==> config.mk <==
export PLATFORM = sky130hd
export DESIGN_NAME = servo_packet_framer_crc16
export DESIGN_NICKNAME = d
export VERILOG_FILES = /design/src/spf_pkg.sv /design/src/spf_in_reg.sv /design/src/spf_emit.sv /design/src/servo_packet_framer_crc16.sv
export SDC_FILE = /design/constraint.sdc
export NUM_CORES = 1
export LEC_CHECK = 0
export BUFFER_PORTS_ARGS = -buffer_cell sky130_fd_sc_hd__buf_2
export CAP_MARGIN = 20
export CORE_MARGIN = 2
export CORE_UTILIZATION = 55
export CTS_BUF_LIST = sky130_fd_sc_hd__clkbuf_4 sky130_fd_sc_hd__clkbuf_8
export CTS_CLUSTER_SIZE = 28
export DETAILED_ROUTE_END_ITERATION = 8
export HOLD_SLACK_MARGIN = 0.1
export PLACE_DENSITY = 0.76
export SLEW_MARGIN = 20
export SYNTH_ARGS = -nofsm -noshare
export SYNTH_HDL_FRONTEND = slang
export SYNTH_SLANG_ARGS = --single-unit
==> constraint.sdc <==
create_clock -name i_clk -period 4.45 [get_ports i_clk]
set_input_delay 0.445 -clock i_clk [delete_from_list [all_inputs] [get_ports i_clk]]
set_output_delay 0.445 -clock i_clk [all_outputs]
set_load 0.1 [all_outputs]
==> src/spf_pkg.sv <==
// Shared types, constants and the CRC-16 byte update for the servo packet framer.
// Depends on nothing; imported by every module of the framer.
package spf_pkg;

    // Packet prefix marker and CRC polynomial
    localparam logic [7:0]  PREFIX_MARK = 8'hFD;
    localparam logic [15:0] CRC_POLY    = 16'h8005;

    // Configuration register indexes and reset values
    localparam int          CFG_IDX_W     = 1;
    localparam logic [CFG_IDX_W-1:0] CFG_HEADER   = 1'b0;
    localparam logic [CFG_IDX_W-1:0] CFG_RESERVED = 1'b1;
    localparam logic [7:0]  HEADER_RESET   = 8'hFF;
    localparam logic [7:0]  RESERVED_RESET = 8'h00;

    // One command byte with its end-of-packet marker
    typedef struct packed {
        logic [7:0] data;
        logic       last;
    } t_spf_beat;

    // Framer phase: which byte of the packet goes out next
    typedef enum logic [6:0] {
        S_HDR0  = 7'b0000001,
        S_HDR1  = 7'b0000010,
        S_MARK  = 7'b0000100,
        S_RSVD  = 7'b0001000,
        S_BODY  = 7'b0010000,
        S_CRCLO = 7'b0100000,
        S_CRCHI = 7'b1000000
    } t_spf_state;

    // Fold one byte into the CRC, MSB first, no reflection
    function automatic logic [15:0] spf_crc_add(input logic [15:0] crc, input logic [7:0] b);
        logic [15:0] c;
        c = crc ^ {b, 8'h00};
        for (int k = 0; k < 8; k++) begin
            if (c[15]) begin
                c = {c[14:0], 1'b0} ^ CRC_POLY;
            end else begin
                c = {c[14:0], 1'b0};
            end
        end
        return c;
    endfunction

endpackage

==> src/spf_in_reg.sv <==
// Input register stage of the servo packet framer: holds one accepted command beat.
// Depends on spf_pkg for the beat type.
module spf_in_reg
    import spf_pkg::*;
(
    input  logic      i_clk,
    input  logic      i_rst_n,
    input  logic      i_valid,
    input  t_spf_beat i_beat,
    output logic      o_ready,
    output logic      o_valid,
    output t_spf_beat o_beat,
    input  logic      i_take
);

    logic      r_valid;
    t_spf_beat r_beat;

    // Accept when empty or when the held beat leaves this cycle
    assign o_ready = !r_valid || i_take;
    assign o_valid = r_valid;
    assign o_beat  = r_beat;

    // Track occupancy
    always_ff @(posedge i_clk) begin
        if (!i_rst_n) begin
            r_valid <= 1'b0;
        end else if (i_valid && o_ready) begin
            r_valid <= 1'b1;
        end else if (i_take) begin
            r_valid <= 1'b0;
        end
    end

    // Load payload on accept
    always_ff @(posedge i_clk) begin
        if (i_valid && o_ready) begin
            r_beat <= i_beat;
        end
    end

endmodule

==> src/spf_emit.sv <==
// Sequencer and output register: prefix, body, CRC one byte per cycle unless stalled.
// Depends on spf_pkg for the phase enum, beat type and CRC update.
module spf_emit
    import spf_pkg::*;
(
    input  logic       i_clk,
    input  logic       i_rst_n,
    input  logic [7:0] i_header,
    input  logic [7:0] i_reserved,
    input  logic       i_in_valid,
    input  t_spf_beat  i_in_beat,
    output logic       o_take,
    output logic       o_out_valid,
    output logic [7:0] o_out_byte,
    output logic       o_out_last,
    input  logic       i_out_ready
);

    t_spf_state  r_state, n_state;
    logic [15:0] r_crc, n_crc;
    logic        r_out_valid;
    logic [7:0]  r_out_byte;
    logic        r_out_last;

    logic        w_trailer;
    logic        w_fire;
    logic [7:0]  w_byte;
    logic        w_last;
    logic        w_upd;
    logic [15:0] w_crc_next;

    // Trailer bytes need no input beat; everything else waits for one
    assign w_trailer  = (r_state == S_CRCLO) || (r_state == S_CRCHI);
    assign w_fire     = (w_trailer || i_in_valid) && (!r_out_valid || i_out_ready);
    assign o_take     = w_fire && (r_state == S_BODY);
    assign w_crc_next = spf_crc_add(r_crc, w_byte);

    // Select the byte for this phase and the following phase
    always_comb begin
        n_state = r_state;
        w_byte  = i_in_beat.data;
        w_last  = 1'b0;
        w_upd   = 1'b1;
        case (r_state)
            S_HDR0: begin
                w_byte  = i_header;
                n_state = S_HDR1;
            end
            S_HDR1: begin
                w_byte  = i_header;
                n_state = S_MARK;
            end
            S_MARK: begin
                w_byte  = PREFIX_MARK;
                n_state = S_RSVD;
            end
            S_RSVD: begin
                w_byte  = i_reserved;
                n_state = S_BODY;
            end
            S_BODY: begin
                w_byte  = i_in_beat.data;
                n_state = i_in_beat.last ? S_CRCLO : S_BODY;
            end
            S_CRCLO: begin
                w_byte  = r_crc[7:0];
                w_upd   = 1'b0;
                n_state = S_CRCHI;
            end
            S_CRCHI: begin
                w_byte  = r_crc[15:8];
                w_last  = 1'b1;
                w_upd   = 1'b0;
                n_state = S_HDR0;
            end
            default: begin
                w_upd   = 1'b0;
                n_state = S_HDR0;
            end
        endcase
        n_crc = r_crc;
        if (r_state == S_CRCHI) begin
            n_crc = 16'h0000;
        end else if (w_upd) begin
            n_crc = w_crc_next;
        end
    end

    // Advance phase and CRC on each emitted byte
    always_ff @(posedge i_clk) begin
        if (!i_rst_n) begin
            r_state <= S_HDR0;
            r_crc   <= 16'h0000;
        end else if (w_fire) begin
            r_state <= n_state;
            r_crc   <= n_crc;
        end
    end

    // Output register valid: set on emit, drop when taken
    always_ff @(posedge i_clk) begin
        if (!i_rst_n) begin
            r_out_valid <= 1'b0;
        end else if (w_fire) begin
            r_out_valid <= 1'b1;
        end else if (i_out_ready) begin
            r_out_valid <= 1'b0;
        end
    end

    // Output register payload
    always_ff @(posedge i_clk) begin
        if (w_fire) begin
            r_out_byte <= w_byte;
            r_out_last <= w_last;
        end
    end

    assign o_out_valid = r_out_valid;
    assign o_out_byte  = r_out_byte;
    assign o_out_last  = r_out_last;

    // A waiting end-of-packet byte means the sequencer is back at packet start
    a_last_at_start: assert property (@(posedge i_clk) disable iff (!i_rst_n)
        (r_out_valid && r_out_last) |-> (r_state == S_HDR0))
        else $error("end-of-packet byte pending outside packet start");

    // CRC is cleared whenever a new packet is about to begin
    a_crc_clear: assert property (@(posedge i_clk) disable iff (!i_rst_n)
        (r_state == S_HDR0) |-> (r_crc == 16'h0000))
        else $error("CRC not cleared at packet start");

    // Trailer bytes never consume an input beat
    a_no_take_trailer: assert property (@(posedge i_clk) disable iff (!i_rst_n)
        w_trailer |-> !o_take)
        else $error("input beat consumed during CRC trailer");

    // After the reserved byte the next phase is the body
    a_rsvd_to_body: assert property (@(posedge i_clk) disable iff (!i_rst_n)
        (w_fire && (r_state == S_RSVD)) |=> (r_state == S_BODY))
        else $error("prefix not followed by body phase");

endmodule

==> src/servo_packet_framer_crc16.sv <==
// Servo packet framer, top level: configuration registers, input stage, framer.
// Depends on spf_pkg, spf_in_reg and spf_emit.
//
// Usage: command bytes enter on the body channel (i_body_valid / o_body_ready),
// with i_body_last on the final byte of a packet. Framed bytes leave on the
// out channel (o_out_valid / i_out_ready), o_out_last high on the CRC high byte.
// Each packet goes out as: header, header, 0xFD, reserved, body bytes, CRC low,
// CRC high. CRC-16 poly 0x8005, init 0, no reflection, over prefix and body.
// A body byte passes through the input register, then the output register;
// an opening beat waits behind its prefix. Throughput: one output byte per
// cycle while the receiver is ready and body bytes arrive, set by the single
// output register; with both, mid-packet a body byte is taken every cycle. A
// packet of N body bytes leaves as N+6 bytes; input stalls in prefix and trailer.
// Reset (synchronous, active low) clears both pipeline stages, returns the
// framer to packet start with CRC zero, header to 0xFF and reserved to 0x00.
// A receiver stall holds the output byte; back pressure reaches o_body_ready
// once the input register is full. Configuration writes take effect from the
// next packet prefix; write only while no packet is in flight.
module servo_packet_framer_crc16
    import spf_pkg::*;
(
    input  logic                 i_clk,
    input  logic                 i_rst_n,
    input  logic                 i_cfg_we,
    input  logic [CFG_IDX_W-1:0] i_cfg_index,
    input  logic [7:0]           i_cfg_data,
    input  logic                 i_body_valid,
    output logic                 o_body_ready,
    input  logic [7:0]           i_body_byte,
    input  logic                 i_body_last,
    output logic                 o_out_valid,
    input  logic                 i_out_ready,
    output logic [7:0]           o_out_byte,
    output logic                 o_out_last
);

    logic [7:0] r_header;
    logic [7:0] r_reserved;
    t_spf_beat  w_in_beat;
    t_spf_beat  w_held_beat;
    logic       w_held_valid;
    logic       w_take;

    // Configuration registers
    always_ff @(posedge i_clk) begin
        if (!i_rst_n) begin
            r_header   <= HEADER_RESET;
            r_reserved <= RESERVED_RESET;
        end else if (i_cfg_we) begin
            case (i_cfg_index)
                CFG_HEADER:   r_header   <= i_cfg_data;
                CFG_RESERVED: r_reserved <= i_cfg_data;
                default: begin
                end
            endcase
        end
    end

    assign w_in_beat.data = i_body_byte;
    assign w_in_beat.last = i_body_last;

    // Hold one input beat
    spf_in_reg u_in_reg (
        .i_clk   (i_clk),
        .i_rst_n (i_rst_n),
        .i_valid (i_body_valid),
        .i_beat  (w_in_beat),
        .o_ready (o_body_ready),
        .o_valid (w_held_valid),
        .o_beat  (w_held_beat),
        .i_take  (w_take)
    );

    // Sequence prefix, body and CRC into the output register
    spf_emit u_emit (
        .i_clk       (i_clk),
        .i_rst_n     (i_rst_n),
        .i_header    (r_header),
        .i_reserved  (r_reserved),
        .i_in_valid  (w_held_valid),
        .i_in_beat   (w_held_beat),
        .o_take      (w_take),
        .o_out_valid (o_out_valid),
        .o_out_byte  (o_out_byte),
        .o_out_last  (o_out_last),
        .i_out_ready (i_out_ready)
    );

endmodule
### Yosys cells after proc, flatten, opt, wreduce, memory -nomap -nowiden

Cells that the tools add are included.

* register bits after elaboration: 59
* bits of input ports: 23
* output and inout bits: 11
* word-level logic and storage cells: 63

* equality and inequality tests: 7
* mux-type cells: 19
* bitwise operators: 10
* reductions and logical operators: 17

Operators by type and width (number)
* 2-to-1 mux 16 bit: 10
* one-hot mux 7 bit (6 select lines): 1
* one-hot mux 8 bit (5 select lines): 1
* inverter 3 bit: 8
* bitwise XOR 16 bit: 1
* equality test 7 x 1 -> 1 bit, second input constant: 1
* equality test 7 x 2 -> 1 bit, second input constant: 1
* equality test 7 x 3 -> 1 bit, second input constant: 1
* equality test 7 x 4 -> 1 bit, second input constant: 1
* equality test 7 x 5 -> 1 bit, second input constant: 1
* equality test 7 x 6 -> 1 bit, second input constant: 1
* equality test 7 bit, second input constant: 1
* 2-to-1 mux 1 bit: 6
* 2-to-1 mux 6 bit: 1
* AND reduction 2 bit: 3
* nonzero test 2 bit: 3
* OR reduction 5 bit: 1
* logical OR 1 bit: 4
* logical AND 1 bit: 3
* logical NOT 1 bit: 2
* OR reduction 2 bit: 1
* inverter 1 bit: 1

### Longest topological paths before layout

* depth in word-level cells: 22
* depth in mapped cells: 12
* mapped depth without buffers: 10

### Cells and area by module

Synthesis repeated with hierarchy kept, for this count alone.

* cell total of the unflattened synthesis: 326
* area, all modules: 3205.6 sq um

By module, submodules not included
* spf_emit: times used 1, cells each 239, area an instance 2143.3 sq um, sequential area each 750.7 sq um
* servo_packet_framer_crc16: times used 1, cells each 73, area an instance 734.5 sq um, sequential area each 320.3 sq um
* spf_in_reg: times used 1, cells each 14, area an instance 327.8 sq um, sequential area each 290.3 sq um

### Worst setup path after synthesis

OpenSTA, ideal clock, no wires.

* path kind: reg2reg
* start point: register u_emit.r_state[1]
* end point: register u_in_reg.r_beat, in the netlist u_in_reg.o_beat[0], enable pin
* setup time: 339 ps
* arrival time: 3786 ps
* data required time: 4111 ps
* setup slack: 325 ps
* stages on the path, launching flop included: 6
* path buffers: 1
* period minus slack after synthesis: 4125 ps
* cell sequence: dfxtp_1 > buf_2 > nor4_1 > nand3_1 > o21ai_0 > and2_1

* word-level cells in the longest chain between the ends: 7
* elaborated cells between the ends (all ways): 9
* those cells by class: 3 x eq/ne; 6 x reduce/logical

RTL lines
* start, declared: line spf_emit.sv:19 `t_spf_state r_state, n_state;`
* start signal, assigned: line spf_emit.sv:95 `r_state <= n_state;`
* equality test 7 x 6 -> 1 bit or equality test 7 bit (tied branches): line spf_emit.sv:33 `assign w_trailer = (r_state == S_CRCLO) || (r_state == S_CRCHI);`
* logical OR 1 bit: line spf_emit.sv:33
* logical OR 1 bit: line spf_emit.sv:34 `assign w_fire = (w_trailer || i_in_valid) && (!r_out_valid || i_out_ready);`
* logical AND 1 bit: line spf_emit.sv:34
* logical AND 1 bit *: line spf_emit.sv:35 `assign o_take = w_fire && (r_state == S_BODY);`
* logical OR 1 bit *: line spf_in_reg.sv:20 `assign o_ready = !r_valid || i_take;`
* named net o_body_ready: line servo_packet_framer_crc16.sv:28 `output logic o_body_ready,`
* logical AND 1 bit *: line spf_in_reg.sv:37 `if (i_valid && o_ready) begin`
* end signal, assigned: line spf_in_reg.sv:38 `r_beat <= i_beat;`
* end, declared: line spf_in_reg.sv:17 `t_spf_beat r_beat;`

The timed path passes the listed nets; every way through them passes the cells marked *.
A chain may end at the register's enable or synchronous reset.

### Worst setup path in the final report

* start point: register u_emit.r_state[5]
* end point: register u_emit.r_crc[15]

* word-level cells in the longest chain between the ends: 15
* elaborated cells between the ends (all ways): 34
* those cells by class: 7 x eq/ne; 12 x mux; 8 x bitwise; 7 x reduce/logical

RTL lines
* equality test 7 x 1 -> 1 bit or equality test 7 x 2 -> 1 bit (tied branches): line spf_emit.sv:44 `case (r_state)`
* OR reduction 2 bit (no source line)
* one-hot mux 8 bit (5 select lines): line spf_emit.sv:44
* bitwise XOR 16 bit: line spf_pkg.sv:36 `c = crc ^ {b, 8'h00};`
* 2-to-1 mux 16 bit or inverter 3 bit (tied branches) (6 in series)
* inverter 3 bit (no source line) or 2-to-1 mux 16 bit (tied branches)
* 2-to-1 mux 16 bit (2 in series): line spf_pkg.sv:38 `if (c[15]) begin`
* 2-to-1 mux 16 bit: line spf_emit.sv:84 `end else if (w_upd) begin`
* 2-to-1 mux 16 bit: line spf_emit.sv:82 `if (r_state == S_CRCHI) begin`
* end signal, assigned: line spf_emit.sv:96 `r_crc <= n_crc;`
* end, declared: line spf_emit.sv:20 `logic [15:0] r_crc, n_crc;`

Several ways; a longest one is shown, not always the timed one. The select of a mux whose other input is x is not followed.

==> flow_metrics.env <==
export IMPL_status="completed"
export IMPL_worstPathRequired_ns=4.64
export IMPL_antenna_cells=0
export IMPL_ff2ff_setup_slack_ns=0.97
export IMPL_viasPerCell=5.80
export IMPL_p_switching_uw=656
export IMPL_avgSynthCellArea_um2=9.62
export IMPL_start_util_pct=56.4
export IMPL_die_w_um=78.9
export IMPL_fmax_mhz=287
export IMPL_drive_gt1_share_pct=19.0
export IMPL_coreArea_um2=5470
export IMPL_grt_remaining_overflow=0
export IMPL_cts_root_buf="clkbuf_8"
export IMPL_dieArea_um2=6230
export IMPL_syn_cell_area_um2=3090
export IMPL_grt_pass1_wl_mm=11.2
export IMPL_crit_path_max_fanout=13
export IMPL_dr_pass1_iters=5
export IMPL_ctsHoldBuffers=0
export IMPL_fin_tns_setup_ns=0
export IMPL_finClkSkew_ns=0.00837
export IMPL_cp_top_family="XOR/XNOR gates"
export IMPL_crit_path_max_incr_delay_ns=0.50
export IMPL_swShare_pct=34.3
export IMPL_rows=27
export IMPL_synth_fa_ha_area_share_pct=0
export IMPL_dpl_worst_slack_ns=1.02
export IMPL_slew_viol_final=0
export IMPL_wl_per_cell_um=16.2
export IMPL_clockPowerShare_pct=25.7
export IMPL_synth_compound_area_share_pct=18.2
export IMPL_ys_seq_elements=59
export IMPL_synth_xor_area_share_pct=9.20
export IMPL_dr_first_iter_drc_count=252
export IMPL_path_clk_slew_ns=0.07
export IMPL_path_buf_inv=0
export IMPL_synth_nets=344
export IMPL_placed_area_um2=3220
export IMPL_cts_buffers=9
export IMPL_p_leak_nw=1.36
export IMPL_min_path_type="in -> reg"
export IMPL_layout_setup_ws_ns=0.966
export IMPL_synth_edf_count=18
export IMPL_p_seq_share_pct=35.8
export IMPL_post_cts_buffers=0
export IMPL_synthSimpleGateAreaFrac_pct=21.6
export IMPL_synth_top_family_by_area="simple AND/OR/NAND/NOR gates"
export IMPL_post_dp_hpwl_mm=4.76
export IMPL_final_cells=419
export IMPL_crit_type="reg -> reg"
export IMPL_yosysWarnings=0
export IMPL_syn_to_final_growth_pct=10.7
export IMPL_relSlewSlack_pct=33.8
export IMPL_final_nets=365
export IMPL_worst_pin_slew_ns=0.986
export IMPL_drtAntennaViolNets=0
export IMPL_power_internal_mw=1.26
export IMPL_post_route_min_period_ns=3.48
export IMPL_cts_max_path_buffers=2
export IMPL_num_vias=2432
export IMPL_grt_pass1_vias=2295
export IMPL_ios=34
export IMPL_port_buffers=33
export IMPL_worstPathArrival_ns=3.68
export IMPL_ys_flop_type="dfxtp_1"
export IMPL_die_h_um=78.9
export IMPL_fin_crit_sh_pct=78.3
export IMPL_cts_resized=0
export IMPL_end_kind="flop"
export IMPL_placed_cells=403
export IMPL_final_area_um2=3420
export IMPL_power_density_nw_per_um2=560
export IMPL_maxCapViolations=0
export IMPL_hold_viol=0
export IMPL_critPathSlowestCell="xor3_2"
export IMPL_cts_sink_count=59
export IMPL_antenna_found_initial=0
export IMPL_mostFrequentLayoutCells="54 x nand2_1, 41 x dfxtp_1, 33 x buf_2"
export IMPL_htree_levels=3
export IMPL_route_detailed_drc=0
export IMPL_netlist_instances=321
export IMPL_synthMuxAreaShare_pct=1.74
export IMPL_cts_tree="yes"
export IMPL_peakVddDrop_uv=264
export IMPL_startpoint_type="flop"
export IMPL_grt_total_usage_pct=23.7
export IMPL_wl_mm=6.79
export IMPL_fill_cells=497
export IMPL_clk_latency_ns=0.34
export IMPL_async_flop_share_pct=0
export IMPL_layout_commonest_cell="nand2_1"
export IMPL_setup_viol=0
export IMPL_grt_max_degree=44
export IMPL_synth_cell_types=63
export IMPL_rsz0062_at_grt="no"
export IMPL_path_cells="or3_1, nor3_1, a211o_1, mux2i_4, xor2_2, xor3_2, xnor3_2, nand2_1, o221ai_2"
export IMPL_seq_area_frac_synth_pct=44.1
export IMPL_p_comb_share_pct=38.6
export IMPL_final_core_util_pct=62.5
export IMPL_globalplace_congestion=0.896
final cells by class:
| type | instances | area [um^2] | share of cell area [%] |
|---|---|---|---|
| clock buffer | 14 | 168 | 4.90 |
| clock inverter | 2 | 35.0 | 1.02 |
| multi-input combinational | 230 | 1570 | 45.8 |
| sequential | 59 | 1360 | 39.8 |
| tap | 72 | 90.1 | 2.64 |
| inverter | 9 | 33.8 | 0.988 |
| timing repair buffer | 33 | 165 | 4.83 |
kinds of logic after synthesis:
group,Yosys count
buf+inv,32
compound gates,72
mux,4
flops,59
xor+xnor,23
simple gates,131
state kept, by name, summed over array words and instances (netlist names):
signal and cells:
u_in_reg.o_valid 1, u_emit.o_out_byte 8, u_in_reg.o_beat 9, u_emit.r_state 7, r_reserved 8, u_emit.r_crc 16, r_header 8, u_emit.o_out_valid 1
u_emit.o_out_last 1
metrics by stage:
step | total power, mW | hold WS (ns)
final | 1.91 | 0.283
after global routing | 2.01 | 0.267
after CTS | 1.91 | 0.270
after detailed placement | 1.42 | 0.461
after global placement | 1.42 | 0.454
after floorplan | 1.31 | 0.434
path summary, 6_finish.rpt:
check	startpoint	endpoint	cells past startpoint
max	u_emit.r_state[5]$_SDFFE_PN0P_	u_emit.r_crc[15]$_SDFFE_PN0P_	9
min	i_body_byte[0]	u_in_reg.o_beat[1]$_DFFE_PP_	1
max reg2reg	u_emit.r_state[5]$_SDFFE_PN0P_	u_emit.r_crc[15]$_SDFFE_PN0P_	9
min reg2reg	r_reserved[7]$_SDFFE_PN0P_	r_reserved[7]$_SDFFE_PN0P_	2
worst reg2reg max path, cell delays in order (launching register included):
cell      delay, ns
dfxtp_1        0.45
or3_1          0.46
nor3_1         0.36
a211o_1        0.46
mux2i_4        0.33
xor2_2         0.22
xor3_2         0.50
xnor3_2        0.40
nand2_1        0.09
o221ai_2       0.08
routing by layer:
metal,GRT usage [%],vias to the layer above,wire [um]
li1,-,1198,-
met1,33.0,1142,3300
met2,35.0,80,2980
met3,6.25,12,399
met4,10.2,0,109
met5,0,-,0
Yosys cell counts, types with 2 or more instances:
cell type	instances	area share (%)
a21boi_0	20	4.9
xnor2_1	12	3.4
a22oi_1	7	1.7
o211a_1	4	1.3
buf_6	4	1.5
o22a_1	2	0.57
edfxtp_1	18	18
dfxtp_1	41	27
o221ai_1	3	0.85
inv_1	8	0.97
o211ai_1	3	0.73
and2b_1	2	0.49
nand2b_1	2	0.41
a211o_1	2	0.57
buf_2	3	0.49
xor2_1	4	1.1
nand4_1	6	1.2
xnor2_2	2	1.1
mux2i_1	2	0.65
o21ai_0	6	0.97
buf_4	2	0.49
nand2_1	54	6.6
a32oi_1	2	0.57
a21oi_1	9	1.5
nand3_1	27	4.4
a211oi_1	2	0.49
nor2_1	8	0.97
and2_1	5	1.0
or2_2	2	0.41
clkbuf_1	14	1.7
nor2b_1	6	1.2
nor3_1	5	0.81
nand4b_1	2	0.57
and3b_1	3	0.85
power groups by stage:
stage / Sequential, mW / Clock (mW) / Combinational [mW]
after floorplan: 0.762 / 0 / 0.552
after CTS: 0.683 / 0.496 / 0.734
after global placement: 0.692 / 0 / 0.724
final: 0.684 / 0.491 / 0.738
after detailed placement: 0.693 / 0 / 0.727
after global routing: 0.689 / 0.518 / 0.799
Note: power is estimated with default switching activity, not from simulation.
